--- config.mk ---
export PLATFORM = sky130hd
export DESIGN_NAME = lvsm_front_flat
export DESIGN_NICKNAME = d
export VERILOG_FILES = /design/src/hdl/assert_macros.svh /design/src/hdl/lvsm_pkg.sv /design/src/hdl/lvsm_if.sv /design/src/hdl/lvsm_front.sv /design/src/flat_wrapper.sv
export SDC_FILE = /design/constraint.sdc
export NUM_CORES = 1
export LEC_CHECK = 0
export BUFFER_PORTS_ARGS = -buffer_cell sky130_fd_sc_hd__buf_2
export CORE_AREA = 2 2 77 79
export DETAILED_ROUTE_END_ITERATION = 8
export DIE_AREA = 0 0 79 81
export GPL_TIMING_DRIVEN = 0
export PLACE_DENSITY_LB_ADDON = 0.1
export RECOVER_POWER = 50
export REMOVE_ABC_BUFFERS = 1
export SLEW_MARGIN = 10
export SYNTH_ARGS = -nofsm -noshare
export SYNTH_HDL_FRONTEND = slang
export SYNTH_SLANG_ARGS = --single-unit
--- constraint.sdc ---
create_clock -name vclk -period 7.4
set_input_delay 1.85 -clock vclk [all_inputs]
set_output_delay 1.85 -clock vclk [all_outputs]
set_load 0.03 [all_outputs]
--- src/hdl/assert_macros.svh ---
// Assertion macros shared by the mixer RTL.
`ifndef ASSERT_MACROS_SVH
`define ASSERT_MACROS_SVH

// Same-cycle implication, disabled during reset
`define LVSM_ASSERT_IMPLY(label, clk, rst_n, a, b) \
  label: assert property (@(posedge clk) disable iff (!rst_n) (a) |-> (b)) \
    else $error("assertion failed: label");

// Next-cycle implication, disabled during reset
`define LVSM_ASSERT_NEXT(label, clk, rst_n, a, b) \
  label: assert property (@(posedge clk) disable iff (!rst_n) (a) |=> (b)) \
    else $error("assertion failed: label");

`endif

--- src/hdl/lvsm_pkg.sv ---
// Package: types and constants of the voice sample mixer.
package lvsm_pkg;

  localparam int FramesPerVoiceDef = 16384;
  localparam int VoiceCountDef     = 5;

  localparam logic [15:0] BgmGainRst    = 16'd22938;
  localparam logic [15:0] EffectGainRst = 16'd42598;

  // Input opcodes
  localparam logic [2:0] OP_TICK   = 3'd0;
  localparam logic [2:0] OP_WRITE  = 3'd1;
  localparam logic [2:0] OP_DEFINE = 3'd2;
  localparam logic [2:0] OP_PLAY   = 3'd3;
  localparam logic [2:0] OP_STOP   = 3'd4;

  // Register indexes
  localparam logic REG_BGM_GAIN    = 1'b0;
  localparam logic REG_EFFECT_GAIN = 1'b1;

  typedef enum logic [2:0] {
    CMD_TICK,
    CMD_WRITE,
    CMD_DEFINE,
    CMD_PLAY,
    CMD_STOP
  } cmd_op_t;

  // Classified command passed from front to back
  typedef struct packed {
    cmd_op_t            op;
    logic        [2:0]  voice;
    logic        [13:0] addr;
    logic signed [15:0] left;
    logic signed [15:0] right;
    logic        [14:0] len;
    logic        [14:0] first;
    logic        [14:0] last;
    logic               loop_en;
  } cmd_t;

  typedef struct packed {
    logic [15:0] bgm;
    logic [15:0] effect;
  } gains_t;

  typedef enum logic [1:0] {
    BK_IDLE,
    BK_TICK,
    BK_DRAIN,
    BK_DONE
  } bk_state_t;

endpackage

--- src/hdl/lvsm_if.sv ---
// Interfaces: input command channel and mixed output channel.
interface lvsm_in_if;
  logic               valid;
  logic               ready;
  logic        [2:0]  opcode;
  logic        [2:0]  voice;
  logic        [13:0] sample_address;
  logic signed [15:0] left_sample;
  logic signed [15:0] right_sample;
  logic        [14:0] clip_length;
  logic        [14:0] clip_loop_start;
  logic        [14:0] clip_loop_end;
  logic               loop_enable;

  modport source (output valid, opcode, voice, sample_address, left_sample, right_sample,
                  clip_length, clip_loop_start, clip_loop_end, loop_enable, input ready);
  modport sink (input valid, opcode, voice, sample_address, left_sample, right_sample,
                clip_length, clip_loop_start, clip_loop_end, loop_enable, output ready);
endinterface


--- src/hdl/lvsm_front.sv ---
// Front end: accepts input transactions, drops no-op items, resolves clip fields.
module lvsm_front import lvsm_pkg::*; #(
  parameter int FRAMES_PER_VOICE = FramesPerVoiceDef,
  parameter int VOICE_COUNT      = VoiceCountDef
) (
  lvsm_in_if.sink in_ch,
  input  logic    q_full,
  output logic    q_push,
  output cmd_t    q_cmd
);

  localparam int LenCapInt = (FRAMES_PER_VOICE > 32767) ? 32767 : FRAMES_PER_VOICE;
  localparam logic [14:0] LenCap = 15'(LenCapInt);

  logic        keep;
  logic        voice_ok;
  logic [14:0] len_sat;

  assign in_ch.ready = !q_full;

  // Classification
  always_comb begin
    voice_ok = (32'(in_ch.voice) < VOICE_COUNT);
    len_sat  = (in_ch.clip_length > LenCap) ? LenCap : in_ch.clip_length;
    q_cmd    = '0;
    q_cmd.voice   = in_ch.voice;
    q_cmd.addr    = in_ch.sample_address;
    q_cmd.left    = in_ch.left_sample;
    q_cmd.right   = in_ch.right_sample;
    q_cmd.len     = len_sat;
    q_cmd.loop_en = in_ch.loop_enable;
    // keep requested loop points only when they are ordered and inside the clip
    if (in_ch.clip_loop_start < in_ch.clip_loop_end && in_ch.clip_loop_end <= len_sat) begin
      q_cmd.first = in_ch.clip_loop_start;
      q_cmd.last  = in_ch.clip_loop_end;
    end else begin
      q_cmd.first = '0;
      q_cmd.last  = len_sat;
    end
    keep = 1'b0;
    case (in_ch.opcode)
      OP_TICK: begin
        q_cmd.op = CMD_TICK;
        keep     = 1'b1;
      end
      OP_WRITE: begin
        q_cmd.op = CMD_WRITE;
        keep     = voice_ok && (32'(in_ch.sample_address) < FRAMES_PER_VOICE);
      end
      OP_DEFINE: begin
        q_cmd.op = CMD_DEFINE;
        keep     = voice_ok;
      end
      OP_PLAY: begin
        q_cmd.op = CMD_PLAY;
        keep     = voice_ok;
      end
      OP_STOP: begin
        q_cmd.op = CMD_STOP;
        keep     = voice_ok;
      end
      default: begin
        q_cmd.op = CMD_TICK;
        keep     = 1'b0;
      end
    endcase
  end

  assign q_push = in_ch.valid && !q_full && keep;

endmodule

--- src/flat_wrapper.sv ---
// flat-port wrapper written by rule: the top's interface ports become plain ports
module lvsm_front_flat import lvsm_pkg::*;
#(
  parameter int FRAMES_PER_VOICE = FramesPerVoiceDef,
  parameter int VOICE_COUNT      = VoiceCountDef
)
  (q_full, q_push, q_cmd, in_ch_valid, in_ch_opcode, in_ch_voice, in_ch_sample_address, in_ch_left_sample, in_ch_right_sample, in_ch_clip_length, in_ch_clip_loop_start, in_ch_clip_loop_end, in_ch_loop_enable, in_ch_ready);
  lvsm_in_if in_ch_i ();
  input  logic q_full;
  output logic q_push;
  output cmd_t q_cmd;
  input wire logic [$bits(in_ch_i.valid)-1:0] in_ch_valid;
  input wire logic [$bits(in_ch_i.opcode)-1:0] in_ch_opcode;
  input wire logic [$bits(in_ch_i.voice)-1:0] in_ch_voice;
  input wire logic [$bits(in_ch_i.sample_address)-1:0] in_ch_sample_address;
  input wire logic [$bits(in_ch_i.left_sample)-1:0] in_ch_left_sample;
  input wire logic [$bits(in_ch_i.right_sample)-1:0] in_ch_right_sample;
  input wire logic [$bits(in_ch_i.clip_length)-1:0] in_ch_clip_length;
  input wire logic [$bits(in_ch_i.clip_loop_start)-1:0] in_ch_clip_loop_start;
  input wire logic [$bits(in_ch_i.clip_loop_end)-1:0] in_ch_clip_loop_end;
  input wire logic [$bits(in_ch_i.loop_enable)-1:0] in_ch_loop_enable;
  output wire logic [$bits(in_ch_i.ready)-1:0] in_ch_ready;
  assign in_ch_i.valid = in_ch_valid;
  assign in_ch_i.opcode = in_ch_opcode;
  assign in_ch_i.voice = in_ch_voice;
  assign in_ch_i.sample_address = in_ch_sample_address;
  assign in_ch_i.left_sample = in_ch_left_sample;
  assign in_ch_i.right_sample = in_ch_right_sample;
  assign in_ch_i.clip_length = in_ch_clip_length;
  assign in_ch_i.clip_loop_start = in_ch_clip_loop_start;
  assign in_ch_i.clip_loop_end = in_ch_clip_loop_end;
  assign in_ch_i.loop_enable = in_ch_loop_enable;
  assign in_ch_ready = in_ch_i.ready;
  lvsm_front #(.FRAMES_PER_VOICE(FRAMES_PER_VOICE), .VOICE_COUNT(VOICE_COUNT)) u_core (.in_ch(in_ch_i), .q_full(q_full), .q_push(q_push), .q_cmd(q_cmd));
endmodule
==> metrics, run 1 <==
status complete, no violations; max-slew violations 0; register area 0 um^2; crit path time final 7000 ps; most common cell after layout, fill and taps aside buf_2; Detailed Routing Iterations Pass 1 3; die area 0.00640 mm^2; placed cell count ~340; startpoint types input port; Slew headroom 60.5%; pre-CTS WS between 200 and 300 ps; peak supply drop around 0.035 mV; crit end category output port; kind of critical path in -> out; DRC 0; synthesis-to-layout area growth 15.5%; All-Layer GR Usage a little over a fifth; Die H 81 um; area leader, netlist buf_4; postcts setup bufs 0; FP Rows 28; post-DP HPWL between 7 and 8 mm; placer's final routability congestion estimate 0.798; Min-Delay Path Depth 0; cts hold-fix bufs 0; top-level port count 200; gr ovfl total 0; Post-Syn Area about 0.0015 mm^2; vias in the first global route roughly 1400; leak pwr between 0.001 and 0.0015 uW; final core utilization between 30% and 40%; core area approximately 0.0057 mm^2; Seq cells 0; most frequent cells in the layout buf_2 (103), inv_1 (32), ha_1 (29), and2_1 (17), nand2_1 (15); min-delay src in_ch_sample_address[7]; Resized Gates After CTS 0; port bufs 106; initial antenna violation count 0; drt initial violations 20; crit-path max FO 14; RSZ-0062 raised after global routing false; clock buffer count 0; worst hold path type in -> out; final setup margin just over 400 ps; final hold vios 0; Fin Hold WS 3700 ps; Setup-failing EPs final 0; P per Cell Area between 90 and 100 mW/mm^2; setup TNS 0 ps; die width between 70 and 80 um; largest net degree at the start of global routing 15; n_diodes 0; Mean Syn Cell Area slightly above 7 um^2; Synth area leaders buf_4 (25%), ha_1 (24%), mux2i_1 (9.2%), inv_1 (7.9%), and2_1 (7.0%); WP data required approximately 5600 ps; Synth top area share between 20% and 30%; # nets final roughly 400; Yosys warnings 0; synthesized instance count ~220; vias post-DR roughly 1600; Yosys cell types 30; Final period util a little over nine tenths; Routed WL about 7.4 mm; Initial Util a little over a quarter; critical path arrival ~5000 ps; global-route wire length before repair ~9.6 mm; max_cap viols 0; Seq/Total Area, Yosys 0%; Post-DRT Antenna Nets 0; Worst Tran Pin Value 591 ps; vias per inst about 4.5; maximum achievable frequency 143 MHz; share of layout cells above drive strength 1 39.9%; hold endpoint q_cmd[85]; WL/cell approximately 22 um; Post-Layout Cell Count 343
[critical path: stages]
cell and delay [ps]:
buf_2 110, nor4_1 520, a41o_1 260, and2_1 150, inv_1 60, ha_1 280
nand4_1 130, a21oi_1 60, o31ai_1 220, a21oi_1 140, nor4b_4 600, buf_6 260
mux2_1 330, buf_2 180
[layer usage]
metal	up-vias	part of all wire, %	global-route usage (%)	wire length [um]
li1	782	-	-	-
met1	640	31	19.3	2260
met2	108	44	35.0	3230
met3	18	19	17.3	1400
met4	2	6.1	11.2	455
met5	-	0.92	8.33	68
[logic make-up (layout without fill, tap and decap cells)]
family                   Yosys count  count (layout)  share of synthesized area, %
AND/OR/NAND/NOR                   57              57                          21.0
AO/OA/AOI/OAI                     26              26                          10.2
buffers and inverters             87             140                          34.5
adder cells (fa/ha/maj)           30              30                          24.4
multiplexers                      15              15                          9.92
[worst max-delay path by stage]
stage / slack, ps / start / end
after CTS: 270 / in_ch_clip_length[13] / q_cmd[1]
after global placement: -430 / in_ch_clip_length[13] / q_cmd[1]
after global routing: 110 / in_ch_clip_length[13] / q_cmd[1]
after floorplan: 330 / in_ch_clip_length[13] / q_cmd[10]
after detailed placement: 290 / in_ch_clip_length[13] / q_cmd[1]
final: 400 / in_ch_clip_length[13] / q_cmd[1]
[metrics by stage]
step	area, um^2	total power, uW
global route	1760	182
finish	1760	165
detailed placement	1770	168
global placement	1740	165
floorplan	1120	108
CTS	1770	168
[cell usage after synthesis (3+ instances only)]
cell type / number
nor2b_1: 3
ha_1: 29
and2_1: 17
o21ai_0: 5
nor4_1: 4
a21oi_1: 14
nand4_1: 6
nor2_1: 5
buf_4: 51
nand2_1: 15
nand3_1: 3
inv_1: 32
mux2i_1: 14
[where the power goes]
group	internal (uW)	switching, uW	leakage, uW
clock	0	0	0
combinational	59.9	105	0.00112
sequential	0	0	0
total	59.9	105	0.00112
[area by class of cell]
type                       count  area [um^2]
fill                         676         3910
inverter                      32          120
multi-input combinational    128         1000
tap                           75         93.8
timing repair buffer         108          549
Note: power is estimated with default switching activity, not from simulation.
==> run 2, diff against run 1 <==
--- a/config.mk
+++ b/config.mk
@@ -11,7 +11,6 @@
 export DIE_AREA = 0 0 79 81
 export GPL_TIMING_DRIVEN = 0
 export PLACE_DENSITY_LB_ADDON = 0.1
-export RECOVER_POWER = 50
 export REMOVE_ABC_BUFFERS = 1
 export SLEW_MARGIN = 10
 export SYNTH_ARGS = -nofsm -noshare
==> metrics, run 2 (same netlist as run 1, synthesis figures left out) <==
register area 0 um^2; placer's final routability congestion estimate about 0.8; share of layout cells above drive strength 1 between 40% and 50%; final setup margin 404 ps; All-Layer GR Usage a little over a fifth; n_diodes 0; Die H a little over 80 um; crit path time final ~7000 ps; die area 0.00640 mm^2; drt initial violations 20; global-route wire length before repair between 9 and 10 mm; Slew headroom 60.5%; crit end category output port; synthesis-to-layout area growth 15.7%; FP Rows 28; final core utilization a little under a third; vias per inst around 4.5; critical path arrival about 5200 ps; largest net degree at the start of global routing 15; max-slew violations 0; Initial Util 26.9%; most frequent cells in the layout buf_2 (106), inv_1 (32), ha_1 (29), and2_1 (17), nand2_1 (15); Fin Hold WS roughly 3700 ps; post-DP HPWL a little over 7 mm; Post-DRT Antenna Nets 0; top-level port count 200; max_cap viols 0; die width 79 um; WL/cell between 20 and 25 um; vias in the first global route 1421; Pwr Total approximately 170 uW; peak supply drop 0.0350 mV; startpoint types input port; DRC 0; Worst Tran Pin Value 591 ps; clock buffer count 0; crit-path max FO 14; cts hold-fix bufs 0; M2 GR Usage a little over a third; maximum achievable frequency 143 MHz; Routed WL 7.41 mm; worst hold path type in -> out; leak pwr 0.00113 uW; # nets final between 300 and 400; postcts setup bufs 0; met1 usage between 10% and 20%; port bufs about 110; core area around 0.0057 mm^2; initial antenna violation count 0; status complete, no violations; most common cell after layout, fill and taps aside buf_2; Area after DPL between 0.0015 and 0.002 mm^2; Min-Delay Path Depth 0; fin area between 0.0015 and 0.002 mm^2; Resized Gates After CTS 0; pre-CTS WS 294 ps; kind of critical path in -> out; Detailed Routing Iterations Pass 1 3; Final period util around 95%; P per Cell Area approximately 94 mW/mm^2; hold endpoint q_cmd[85]; GR peak layer met2; final hold vios 0; WP data required approximately 5600 ps; Setup-failing EPs final 0; min-delay src in_ch_sample_address[7]; gr ovfl total 0; vias post-DR ~1600; GRT met3 Usage between 10% and 20%; RSZ-0062 raised after global routing false; Seq cells 0
run 2: per-layer routing:
metal | part of all wire, % | wire length (um) | up-vias
li1 | - | - | 782
met1 | 30 | 2260 | 640
met2 | 44 | 3230 | 108
met3 | 19 | 1400 | 18
met4 | 6.1 | 455 | 2
met5 | 0.92 | 68 | -
run 2: area by class of cell:
class                           count  area [um^2]
Multi-Input combinational cell    128         1000
Timing Repair Buffer              108          553
Fill cell                         673         3910
Inverter                           32          120
Tap cell                           75         93.8
run 2: worst max path at each step:
stage                     depth (start not counted)  slack (ps)         to                  start
after floorplan                                  11         330  q_cmd[10]  in_ch_clip_length[13]
final                                            14         400   q_cmd[1]  in_ch_clip_length[13]
after detailed placement                         14         290   q_cmd[1]  in_ch_clip_length[13]
after global routing                             14         110   q_cmd[1]  in_ch_clip_length[13]
after CTS                                        14         270   q_cmd[1]  in_ch_clip_length[13]
after global placement                           13        -430   q_cmd[1]  in_ch_clip_length[13]
run 2: power by group:
part           switching (uW)  leakage [uW]  internal [uW]
clock                       0             0              0
combinational             105       0.00113           60.2
sequential                  0             0              0
run 2: metrics by stage:
stage / std cells / TNS (ps)
floorplan: 160 / 0
global placement: 341 / -10590
detailed placement: 343 / 0
CTS: 343 / 0
global route: 343 / 0
finish: 343 / 0
run 2: critical path: stages:
cell and delay, ps:
buf_2 110, nor4_1 520, a41o_1 260, and2_1 150
inv_1 60, ha_1 280, nand4_1 130, a21oi_1 60
o31ai_1 220, a21oi_1 140, nor4b_4 600, buf_6 260
mux2_1 330, buf_2 180
==> run 3, diff against run 2 <==
==> constraint.sdc (replaced) <==
create_clock -name vclk -period 7.4
set_input_delay 1.85 -clock vclk [all_inputs]
set_output_delay 1.85 -clock vclk [all_outputs]
set_load 0.1 [all_outputs]
==> metrics, run 3 (same netlist as run 1, synthesis figures left out) <==
Fin Hold WS approximately 3700 ps; n_diodes 0; fin area roughly 0.0018 mm^2; largest net degree at the start of global routing 15; cts hold-fix bufs 0; All-Layer GR Usage 21.8%; Initial Util between 20% and 30%; Routed WL around 7.4 mm; peak supply drop between 0.07 and 0.08 mV; core area roughly 0.0057 mm^2; leak pwr ~0.0011 uW; port bufs between 100 and 150; Area after DPL roughly 0.0018 mm^2; Slew headroom approximately 60%; Resized Gates After CTS 0; register area 0 um^2; Detailed Routing Iterations Pass 1 4; Min-Delay Path Depth 0; Setup-failing EPs final 0; max-slew violations 0; share of layout cells above drive strength 1 41.0%; WL/cell roughly 22 um; RSZ-0062 raised after global routing false; global-route wire length before repair 9.63 mm; DRC 0; postcts setup bufs 0; final core utilization 31.1%; gr ovfl total 0; FP Rows 28; worst hold path type in -> out; Worst Tran Pin Value about 590 ps; startpoint types input port; maximum achievable frequency ~140 MHz; Die H between 80 and 90 um; clock buffer count 0; die width just under 80 um; crit-path max FO 14; Seq cells 0; top-level port count 200; kind of critical path in -> out; initial antenna violation count 0; hold endpoint q_cmd[85]; min-delay src in_ch_sample_address[7]; placer's final routability congestion estimate around 0.8; vias in the first global route between 1000 and 1500; vias post-DR 1549; status complete, no violations; crit path time final approximately 7000 ps; vias per inst roughly 4.5; setup TNS 0 ps; post-DP HPWL 7.10 mm; crit end category output port; drt initial violations 30; max_cap viols 0; P per Cell Area about 170 mW/mm^2; critical path arrival 5230 ps; WP data required 5550 ps; # nets final 399; synthesis-to-layout area growth 15.7%; die area 0.00640 mm^2; final hold vios 0; most common cell after layout, fill and taps aside buf_2; Post-DRT Antenna Nets 0; Final period util about 96%; most frequent cells in the layout buf_2 (106), inv_1 (32), ha_1 (29), and2_1 (17), nand2_1 (15)
[run 3: cell counts in the layout (fill, tap and decap cells not counted)]
Identical to the previous run, type by type.
[run 3: metal layers]
layer | routed length (um) | vias to the layer above | GRT usage (%)
met5 | 68 | - | 8.33
met4 | 457 | 2 | 11.2
met3 | 1400 | 18 | 17.3
met2 | 3230 | 108 | 35.0
met1 | 2270 | 640 | 19.3
li1 | - | 781 | -
[run 3: cell type report]
| type | count | area, um^2 |
|---|---|---|
| fill | 673 | 3910 |
| multi-input combinational | 128 | 1000 |
| timing repair buffer | 108 | 553 |
| inverter | 32 | 120 |
| tap | 75 | 93.8 |
[run 3: per-stage QoR]
stage               total power, uW  setup WS (ps)  instances
finish                          296            321        343
global route                    313           3.47        343
CTS                             299            132        343
detailed placement              299            154        343
global placement                297           -660        341
floorplan                       233          -1290        160
[run 3: worst max-delay path, cell delays in order]
cell     delay (ps)
buf_2           110
nor4_1          520
a41o_1          260
and2_1          150
inv_1            60
ha_1            280
nand4_1         130
a21oi_1          60
o31ai_1         220
a21oi_1         150
nor4b_4         540
buf_6           260
mux2i_1         200
buf_2           440
[run 3: power by group]
group	leakage, uW	internal [uW]	total (uW)	switching [uW]
sequential	0	0	0	0
clock	0	0	0	0
combinational	0.00113	59.6	296	237
total	0.00113	59.6	296	237
[run 3: how the worst max path moves through the flow]
stage | endpoint | start | cells past startpoint
floorplan | q_cmd[10] | in_ch_clip_length[14] | 8
global placement | q_cmd[15] | in_ch_clip_length[13] | 13
detailed placement | q_cmd[4] | in_ch_clip_length[13] | 14
CTS | q_cmd[4] | in_ch_clip_length[13] | 14
global route | q_cmd[4] | in_ch_clip_length[13] | 14
finish | q_cmd[4] | in_ch_clip_length[13] | 14
