===== src/hdl/assert_macros.svh =====
// Assertion macros shared by the mixer RTL.
`ifndef ASSERT_MACROS_SVH
`define ASSERT_MACROS_SVH

// Same-cycle implication, disabled during reset
`define LVSM_ASSERT_IMPLY(label, clk, rst_n, a, b) \
  label: assert property (@(posedge clk) disable iff (!rst_n) (a) |-> (b)) \
    else $error("assertion failed: label");

// Next-cycle implication, disabled during reset
`define LVSM_ASSERT_NEXT(label, clk, rst_n, a, b) \
  label: assert property (@(posedge clk) disable iff (!rst_n) (a) |=> (b)) \
    else $error("assertion failed: label");

`endif


===== src/hdl/lvsm_pkg.sv =====
// Package: types and constants of the voice sample mixer.
package lvsm_pkg;

  localparam int FramesPerVoiceDef = 16384;
  localparam int VoiceCountDef     = 5;

  localparam logic [15:0] BgmGainRst    = 16'd22938;
  localparam logic [15:0] EffectGainRst = 16'd42598;

  // Input opcodes
  localparam logic [2:0] OP_TICK   = 3'd0;
  localparam logic [2:0] OP_WRITE  = 3'd1;
  localparam logic [2:0] OP_DEFINE = 3'd2;
  localparam logic [2:0] OP_PLAY   = 3'd3;
  localparam logic [2:0] OP_STOP   = 3'd4;

  // Register indexes
  localparam logic REG_BGM_GAIN    = 1'b0;
  localparam logic REG_EFFECT_GAIN = 1'b1;

  typedef enum logic [2:0] {
    CMD_TICK,
    CMD_WRITE,
    CMD_DEFINE,
    CMD_PLAY,
    CMD_STOP
  } cmd_op_t;

  // Classified command passed from front to back
  typedef struct packed {
    cmd_op_t            op;
    logic        [2:0]  voice;
    logic        [13:0] addr;
    logic signed [15:0] left;
    logic signed [15:0] right;
    logic        [14:0] len;
    logic        [14:0] first;
    logic        [14:0] last;
    logic               loop_en;
  } cmd_t;

  typedef struct packed {
    logic [15:0] bgm;
    logic [15:0] effect;
  } gains_t;

  typedef enum logic [1:0] {
    BK_IDLE,
    BK_TICK,
    BK_DRAIN,
    BK_DONE
  } bk_state_t;

endpackage


===== src/hdl/lvsm_queue.sv =====
// Command queue between front and back end.
module lvsm_queue import lvsm_pkg::*; (
  input  logic clk,
  input  logic rst_n,
  input  logic push,
  input  cmd_t push_cmd,
  input  logic pop,
  output cmd_t head,
  output logic full,
  output logic empty
);

  localparam int Depth = 4;
  localparam int PW    = $clog2(Depth);

  cmd_t          slot_r [Depth];
  logic [PW-1:0] wr_r, rd_r;
  logic [PW:0]   cnt_r;

  assign full  = (cnt_r == (PW+1)'(Depth));
  assign empty = (cnt_r == '0);
  assign head  = slot_r[rd_r];

  // Storage
  always_ff @(posedge clk) begin
    if (push) begin
      slot_r[wr_r] <= push_cmd;
    end
  end

  // Pointers
  always_ff @(posedge clk) begin
    if (!rst_n) begin
      wr_r  <= '0;
      rd_r  <= '0;
      cnt_r <= '0;
    end else begin
      if (push) wr_r <= wr_r + 1'b1;
      if (pop)  rd_r <= rd_r + 1'b1;
      cnt_r <= cnt_r + (PW+1)'(push) - (PW+1)'(pop);
    end
  end

endmodule


===== config.mk =====
export PLATFORM = sky130hd
export DESIGN_NAME = lvsm_queue
export DESIGN_NICKNAME = d
export VERILOG_FILES = /design/src/hdl/assert_macros.svh /design/src/hdl/lvsm_pkg.sv /design/src/hdl/lvsm_queue.sv
export SDC_FILE = /design/constraint.sdc
export NUM_CORES = 1
export LEC_CHECK = 0
export ABC_AREA = 1
export BUFFER_PORTS_ARGS = -buffer_cell sky130_fd_sc_hd__clkbuf_2
export CORE_UTILIZATION = 50
export DETAILED_ROUTE_END_ITERATION = 10
export PLACE_DENSITY = 0.7
export SETUP_SLACK_MARGIN = 0.2
export SLEW_MARGIN = 25
export SYNTH_ARGS = -nofsm -noshare
export SYNTH_HDL_FRONTEND = slang
export SYNTH_SLANG_ARGS = --single-unit

===== constraint.sdc =====
create_clock -name clk -period 3.6 [get_ports clk]
set_input_delay 0.72 -clock clk [delete_from_list [all_inputs] [get_ports clk]]
set_output_delay 0.72 -clock clk [all_outputs]
set_load 0.005 [all_outputs]

==> results of run 1 <==
==> power by group <==
group | internal, mW | leakage, nW | switching, mW
combinational | 0.324 | 2.95 | 0.550
clock | 2.50 | 0.644 | 1.63
sequential | 5.34 | 3.68 | 0.0718
total | 8.16 | 7.27 | 2.25
==> flip-flops by register name, indices dropped and copies added (netlist names), named ones only <==
register,flops
cnt_r,3
rd_r,2
slot_r,392
wr_r,2
==> how the worst min path moves through the flow <==
stage | start | to | slack [ns] | cells past startpoint
2_1_floorplan | rd_r[1] | flop | 0.44 | 2
3_3_place_gp | rd_r[1] | flop | 0.45 | 2
3_5_place_dp | rd_r[1] | flop | 0.46 | 2
4_1_cts | push_cmd[0] | slot_r[1][0] | 0.40 | 1
5_1_grt | push_cmd[90] | slot_r[0][90] | 0.40 | 1
6_report | push_cmd[15] | slot_r[2][15] | 0.42 | 1
==> cells in the final DEF (no fill, tap or decap), drive strengths merged <==
master and instances:
buf 17, nand2 206, ha 6, edfxtp 392, inv 211, o211ai 98
nand3 1, clkinv 16, nor3 1, o21ai 102, clkbuf 251, bufinv 5
a21oi 104, dfxtp 9, nor2 2, fa 1
==> logic make-up (layout without fill, tap and decap cells) <==
kind of cell	count (synthesis)	after routing	synth area share
simple gates	210	210	0.04951
flops	401	401	0.7483
fa+ha+maj	7	7	0.005954
compound gates	304	304	0.1106
buf+inv	277	500	0.08562
==> critical path, stage by stage (launching register included) <==
cell and delay, ns:
dfxtp_4 0.71, buf_12 0.37, nand2_1 0.11, o211ai_1 0.10, nand2_1 0.10, clkbuf_2 0.12
==> per-stage QoR <==
step	instances	utilization	power (mW)	setup WS, ns	area, µm²
6_report	1824	0.5871	10.41	0.7882	18480
5_1_grt	1824	0.5871	10.81	0.5589	18480
4_1_cts	1824	0.5871	10.52	0.7562	18480
3_5_place_dp	1753	0.5453	6.396	1.336	17160
3_3_place_gp	1753	0.5453	6.364	1.354	17160
2_1_floorplan	1199	-	6.039	0.5014	15970
==> per-layer routing <==
metal | vias to the layer above | share of wire
met4 | 2 | 0.020
met2 | 227 | 0.48
met1 | 4420 | 0.42
li1 | 4564 | -
met3 | 44 | 0.080
met5 | - | 0.00041
==> area by class of cell <==
type,instances,area (µm²)
tap,402,503.0
inverter,211,802.0
timing repair buffer,218,1246
clock buffer,50,1090
multi-input combinational,521,2653
sequential,401,11960
fill,2497,13000
clock inverter,21,225.2
==> flow_summary.yaml, run 1 <==
synth:
  ys.flop_type: "edfxtp_1"
  synth_top_area_cell: "edfxtp_1"
  synth_top_area_share: 0.7370
  syn_nets: 1308
  ys_async_sr_fraction: 0
  syn_inst: 1199
  synthTopCellsByArea: "edfxtp_1, inv_1, nand2_1"
  synth_edf_count: 392
  syn_area_um2: 15970
  synth.avg_cell_area_um2: 13.32
  netlist-cell-type-count: 19
  synth_seq_cells: 401
  seq_area_frac_synth: 0.7483
  yosysMostFrequentCell: "edfxtp_1"
  yosys-top-cells-count: "edfxtp_1, inv_1, nand2_1"
  ys_warn_count: 0
grt:
  top_usage_layer: "met2"
  grt.overflow.total: 0
  grt_pass1_wl_um: 46410
  grt_use_met2: 0.3075
  grt_pass1_vias: 9179
  antenna_found_initial: 2
  grtUsageMet1: 0.2208
  track_usage: 0.1805
  met3_usage: 0.05684
  grt_max_degree: 93
clock_network:
  post_cts_resized: 0
  cts_sinks: 401
  ctsHoldBuffers: 0
  clock_latency_ns: 0.51
  cts_buffer_depth: 3
  cts_buffers: 41
  cts_setup_buffers: 0
  cts_tree: "yes"
  htree_levels: 2
  clk_pin_slew_ns: 0.06
  cts_root_buf: "clkbuf_16"
worst_setup_path:
  cp.required_ns: 2.88
  crit_path_end_kind: "output port"
  ff2ff_path_depth: 5
  r2r-start: "wr_r[1]"
  timing.rr.end: "slot_r[1][65]"
  crit_fanout: 92
  crit_type: "flop to output port"
  cp.arrival_ns: 2.09
  start_kind: "flop"
  crit_end: "head[13]"
  r2r_slack_ns: 1.83
power:
  power.density_nw_per_um2: 563.6
  power_leakage_nw: 7.269
  ir_drop_mv: 0.4077
floorplanning:
  die_h_um: 180.7
  ios: 202
  rows: 65
  die_w_um: 180.7
  core_area_um2: 31470
  start_util: 0.5075
  die_area_um2: 32660
drt:
  drc: 0
  ant_nets: 0
  via_per_inst: 5.075
  drt_iter0_drc: 518
  drt-pass1-iter-count: 5
  vias: 9257
  wl_um: 29460
  wl_per_cell_um: 16.15
layout:
  area_delta_synth_final_pct: 15.69
  drive_gt1_frac: 0.1962
  antenna_cells: 0
  layout.nets: 1503
sta:
  hold_viol_final: 0
  rsz0062_at_grt: "false"
  hold_slack_ns: 0.4187
  report.final.slew_viol_count: 0
  period_needed_ns: 2.812
  maxSlewHeadroom: 0.6188
  final.period_utilization: 0.7811
  setup_viol: 0
  max_freq_mhz: 355.6
  fin_worst_skew_ns: 0.006612
  worst_slew_pin_slew_ns: 0.5717
  tns_ns: 0
place:
  hpwl_um: 17500
  gp_congestion: 0.7212
  port_buffers: 201
run_status:
  outcome: "finished, final reports clean"
worst_hold_path:
  hp-class: "primary input to flop"
flow_run:
  drv_cap: 0
(Power assumes the default switching activity.)
==> run 2: changes to the inputs <==
==> constraint.sdc (replaced) <==
create_clock -name clk -period 2.75 [get_ports clk]
set_input_delay 0.55 -clock clk [delete_from_list [all_inputs] [get_ports clk]]
set_output_delay 0.55 -clock clk [all_outputs]
set_load 0.005 [all_outputs]
==> run 2 against run 1 <==
Against the previous run: hold slack got worse by 0.18 ns; power rose by 30%; via count rose by 1.1%; clock skew rose by 0.0083 ns; final cell count rose by 1.0%; sequential share of layout area fell by 0.69 points; flip-flop and latch count did not move; sequential power rose by 30%.
==> flow_summary.yaml, run 2 (synthesis results as in run 1) <==
clock_network:
  clock_latency_ns: 0.52
  cts_sinks: 401
  ctsHoldBuffers: 0
  cts_root_buf: "clkbuf_16"
  htree_levels: 2
  cts_buffers: 41
  clk_pin_slew_ns: 0.06
  cts_tree: "yes"
  cts_buffer_depth: 3
layout:
  drive_gt1_frac: 0.2051
  stdcell_count: 1843
  largest_reg_flops: 392
  regMostFlops: "slot_r"
  stdcell_area_um2: 18680
  reg_top3: "slot_r: 392 flops, cnt_r: 3 flops"
  mostFrequentLayoutCells: "edfxtp_1, inv_1, nand2_1"
  area_delta_synth_final_pct: 16.94
  fin_util: 0.5934
  layout.nets: 1516
  layout_commonest_cell: "edfxtp_1"
grt:
  grt.overflow.total: 0
  grt_pass1_wl_um: 47510
  grt_use_met2: 0.3046
  track_usage: 0.1865
  grtUsageMet1: 0.2403
  antenna_found_initial: 5
  top_usage_layer: "met2"
  grt_pass1_vias: 8953
  grt_max_degree: 113
  met3_usage: 0.05967
sta:
  hold_viol_final: 0
  rsz0062_at_grt: "true"
  final.period_utilization: 0.8892
  max_freq_mhz: 409.0
  maxSlewHeadroom: 0.6784
  fin_worst_skew_ns: 0.01489
  period_needed_ns: 2.445
  hold_slack_ns: 0.2379
  tns_ns: 0
  setup_ws_ns: 0.3047
  report.final.slew_viol_count: 0
  setup_viol: 0
  worst_slew_pin_slew_ns: 0.4814
power:
  power.total_mw: 13.59
  power_leakage_nw: 7.321
  power.density_nw_per_um2: 727.5
  ir_drop_mv: 0.5580
flow_run:
  drv_cap: 0
worst_setup_path:
  crit_fanout: 96
  ff2ff_path_depth: 5
  cp.required_ns: 2.20
  cp.arrival_ns: 1.90
  r2r_slack_ns: 0.89
  r2r-start: "wr_r[0]"
  crit_end: "head[55]"
  worstPathCellList: "buf_16 -> o211ai_1 -> nand2_1 -> clkbuf_2"
  crit_type: "flop to output port"
  timing.rr.end: "slot_r[2][16]"
  start_kind: "flop"
  slowest_stage: "dfxtp_4"
  max_stage_delay_ns: 0.50
  crit_path_end_kind: "output port"
drt:
  wl_um: 30460
  via_per_inst: 5.080
  drt-pass1-iter-count: 4
  drc: 0
  wl_per_cell_um: 16.53
  vias: 9362
  drt_iter0_drc: 621
  ant_nets: 0
place:
  port_buffers: 201
  place_area_um2: 17280
  hpwl_um: 18100
  gp_congestion: 0.7436
  pre_cts_slack_ns: 0.7724
  dpl.cell_count: 1758
floorplanning:
  die_w_um: 180.7
  die_h_um: 180.7
  rows: 65
  start_util: 0.5075
  die_area_um2: 32660
  ios: 202
  core_area_um2: 31470
worst_hold_path:
  hold_path_startpoint: "push_cmd[15]"
  hp-class: "primary input to flop"
run_status:
  outcome: "finished, final reports clean"
run 2: changes by cell type in the layout (fill, tap and decap cells not counted), sizes merged:
cell	change
diode	+3
clkinv	-1
buf	+11
bufinv	-2
clkinvlp	+8
clkbuf	+3
inv	-3
run 2: worst min-delay path by stage:
stage	endpoint	slack (ns)	cells after the start
6_report	slot_r[1][15]	0.24	1
2_1_floorplan	flop	0.44	2
4_1_cts	slot_r[1][76]	0.21	1
3_5_place_dp	flop	0.47	2
5_1_grt	slot_r[1][76]	0.21	1
3_3_place_gp	flop	0.45	2
run 2: critical path, delay by kind of cell (launching register included):
kind	cells	cell delay (ns)
DFF	1	0.50
buffers and inverters	2	0.45
AOI/OAI and AO/OA	1	0.16
and+or+nand+nor	1	0.14
run 2: layout make-up:
class	instances	area, µm²
inverter	211	807.0
multi-input combinational	521	2653
timing repair buffer	231	1458
tap	402	503.0
fill	2453	12800
antenna	3	7.507
sequential	401	11960
clock buffer	51	1085
clock inverter	23	206.4
run 2: repair_timing:
item | in CTS | in global routing
setup endpoints to repair | 0 | 65
setup buffers | 0 | 7
resized for setup | 0 | 2
hold endpoints to repair | 0 | 0
run 2: layer usage:
layer / wire length (µm) / vias up
met1: 12810 / 4461
met4: 631 / 6
li1: - / 4597
met3: 2588 / 54
met2: 14390 / 244
met5: 38 / -
run 2: where the power goes:
group	switching, mW	internal, mW
logic	0.765	0.465
clock network	2.20	3.09
registers	0.0747	6.99
==> run 3: changes to the inputs <==
--- a/config.mk
+++ b/config.mk
@@ -5,11 +5,10 @@
 export SDC_FILE = /design/constraint.sdc
 export NUM_CORES = 1
 export LEC_CHECK = 0
-export ABC_AREA = 1
 export BUFFER_PORTS_ARGS = -buffer_cell sky130_fd_sc_hd__clkbuf_2
 export CORE_UTILIZATION = 50
 export DETAILED_ROUTE_END_ITERATION = 10
-export PLACE_DENSITY = 0.7
+export PLACE_DENSITY = 0.71
 export SETUP_SLACK_MARGIN = 0.2
 export SLEW_MARGIN = 25
 export SYNTH_ARGS = -nofsm -noshare
==> run 3 against run 2 <==
Against the previous run: power down 0.60%; synthesized cell count fell by 54%; clock skew up 0.0017 ns; clock power is 4% lower; largest power group unchanged.
==> flow_summary.yaml, run 3 <==
drt:
  ant_nets: 0
  via_per_inst: 5.473
  drt-pass1-iter-count: 4
  vias: 6633
  wl_um: 27760
  wl_per_cell_um: 22.90
  drc: 0
  drt_iter0_drc: 491
worst_setup_path:
  slowest_stage: "mux4_2"
  cp.arrival_ns: 1.97
  crit_path_end_kind: "output port"
  worstPathCellList: "buf_16 -> mux4_2 -> clkbuf_2"
  crit_type: "flop to output port"
  max_stage_delay_ns: 0.54
  timing.rr.end: "slot_r[0][47]"
  ff2ff_path_depth: 4
  r2r_slack_ns: 0.96
  cp.required_ns: 2.20
  start_kind: "flop"
  crit_fanout: 28
  r2r-start: "wr_r[0]"
synth:
  synth_mux_area_frac: 0.1523
  syn_nets: 664
  synth_compound_area_frac: 0.001031
  synth_seq_cells: 401
  ys_async_sr_fraction: 0
  synth_top_family_by_area: "multiplexers"
  synth.avg_cell_area_um2: 26.23
  ys.flop_type: "edfxtp_1"
  syn_inst: 555
  synthTopCellsByArea: "edfxtp_1, mux4_2, dfxtp_1"
  yosysMostFrequentCell: "edfxtp_1"
  yosys-top-cells-count: "edfxtp_1, mux4_2, buf_2"
  synth_top_area_cell: "edfxtp_1"
  synth_edf_count: 392
  synthXorXnorAreaFrac: 0.002836
  yosys.area_share.simple: 0.005156
  syn_area_um2: 14560
  synthAdderAreaFrac: 0.006531
  seq_area_frac_synth: 0.8209
  netlist-cell-type-count: 20
  ys_warn_count: 0
  synth_top_area_share: 0.8085
power:
  power.total_mw: 13.51
  ir_drop_mv: 0.5384
  power.density_nw_per_um2: 765.9
  power_leakage_nw: 6.010
sta:
  rsz0062_at_grt: "true"
  period_needed_ns: 2.521
  setup_viol: 0
  report.final.slew_viol_count: 0
  maxSlewHeadroom: 0.5840
  hold_viol_final: 0
  tns_ns: 0
  hold_slack_ns: 0.2426
  final.period_utilization: 0.9168
  worst_slew_pin_slew_ns: 0.6239
  fin_worst_skew_ns: 0.01657
  max_freq_mhz: 396.6
layout:
  drive_gt1_frac: 0.4643
  area_delta_synth_final_pct: 21.13
  largest_reg_flops: 392
  stdcell_count: 1212
  layout_commonest_cell: "edfxtp_1"
  multiInputGateArea_um2: 2454
  fillers: 2004
  regMostFlops: "slot_r"
  fin_util: 0.6144
  layout.nets: 910
  reg_top3: "slot_r: 392 flops, cnt_r: 3 flops"
  seq_area_um2: 11960
  mostFrequentLayoutCells: "edfxtp_1, clkbuf_2, mux4_2"
place:
  hpwl_um: 16000
  dpl.cell_count: 1134
  gp_congestion: 0.7361
  port_buffers: 201
floorplanning:
  core_area_um2: 28700
  die_h_um: 172.6
  ios: 202
  die_w_um: 172.6
  rows: 62
  start_util: 0.5072
  die_area_um2: 29800
clock_network:
  cts_sinks: 401
  cts_buffer_depth: 3
  cts_root_buf: "clkbuf_16"
  cts_tree: "yes"
  clock_latency_ns: 0.52
  cts_buffers: 41
  ctsHoldBuffers: 0
  htree_levels: 2
  clk_pin_slew_ns: 0.06
run_status:
  outcome: "finished, final reports clean"
worst_hold_path:
  hold_path_depth: 1
  hp-class: "primary input to flop"
  hold_path_startpoint: "push_cmd[14]"
  holdPathEnd: "slot_r[3][14]"
grt:
  grt_max_degree: 41
  track_usage: 0.1874
  grt_pass1_wl_um: 41970
  grt_pass1_vias: 7288
  antenna_found_initial: 1
  grt.overflow.total: 0
flow_run:
  drv_cap: 0
[run 3: cell count changes in the layout (fill, tap and decap cells not counted), sizes merged, moves of 2 or more]
| cell | change |
|---|---|
| o21ai | -102 |
| nand2 | -206 |
| o211ai | -98 |
| nor2 | +3 |
| a21oi | -103 |
| clkinvlp | -7 |
| and2 | +6 |
| xnor2 | +2 |
| inv | -201 |
| mux4 | +98 |
| buf | -6 |
| clkinv | +3 |
| diode | -2 |
| clkbuf | -3 |
[run 3: per-stage QoR]
step / setup WS [ns] / area, µm²
after floorplan: 0.5458 / 14560
after global placement: 0.6553 / 16200
after detailed placement: 0.6330 / 16200
after CTS: 0.1544 / 17560
after global routing: 0.1332 / 17630
final: 0.2288 / 17640
[run 3: worst max-delay path, delay by kind of cell (launching register included)]
kind | cells | cell delay [ns]
buf+inv | 2 | 0.42
mux | 1 | 0.54
flops | 1 | 0.47
[run 3: kinds of logic after synthesis]
| family | Yosys count |
|---|---|
| fa+ha+maj | 7 |
| flops | 401 |
| compound gates | 2 |
| simple gates | 14 |
| mux | 99 |
| xor+xnor | 3 |
| buf+inv | 29 |
[run 3: layer usage]
layer	GRT usage	wire (µm)	up-vias
li1	-	-	2881
met1	0.2513	11540	3450
met2	0.3100	13600	248
met3	0.04551	2003	54
met4	0.05060	611	0
met5	0	0	-
[run 3: area by class of cell]
type,count,area share
repair buffers,225,0.08386
well taps,384,0.02724
clock buffers,48,0.06087
multi-input cells,125,0.1391
inverters,7,0.001490
clock inverters,21,0.009152
diodes,1,0.0001419
flip-flops and latches,401,0.6781
[run 3: worst max path at each step]
| stage | end | slack, ns | cells after the start |
|---|---|---|---|
| floorplan | slot_r[1][0] | 0.55 | 1 |
| global placement | head[59] | 0.66 | 3 |
| detailed placement | head[59] | 0.63 | 3 |
| CTS | head[19] | 0.15 | 4 |
| global route | head[42] | 0.13 | 3 |
| finish | head[36] | 0.23 | 3 |
[run 3: report_power, final]
group	total [mW]	switching (mW)	internal [mW]
combinational	1.30	0.635	0.663
sequential	7.11	0.0883	7.02
clock	5.10	2.13	2.96
total	13.5	2.85	10.7
[run 3: timing repair]
item                                    CTS  global route
setup buffers                             2             0
resized for setup                         5             2
endpoints found under the setup margin   62            61
cloned                                    3             3
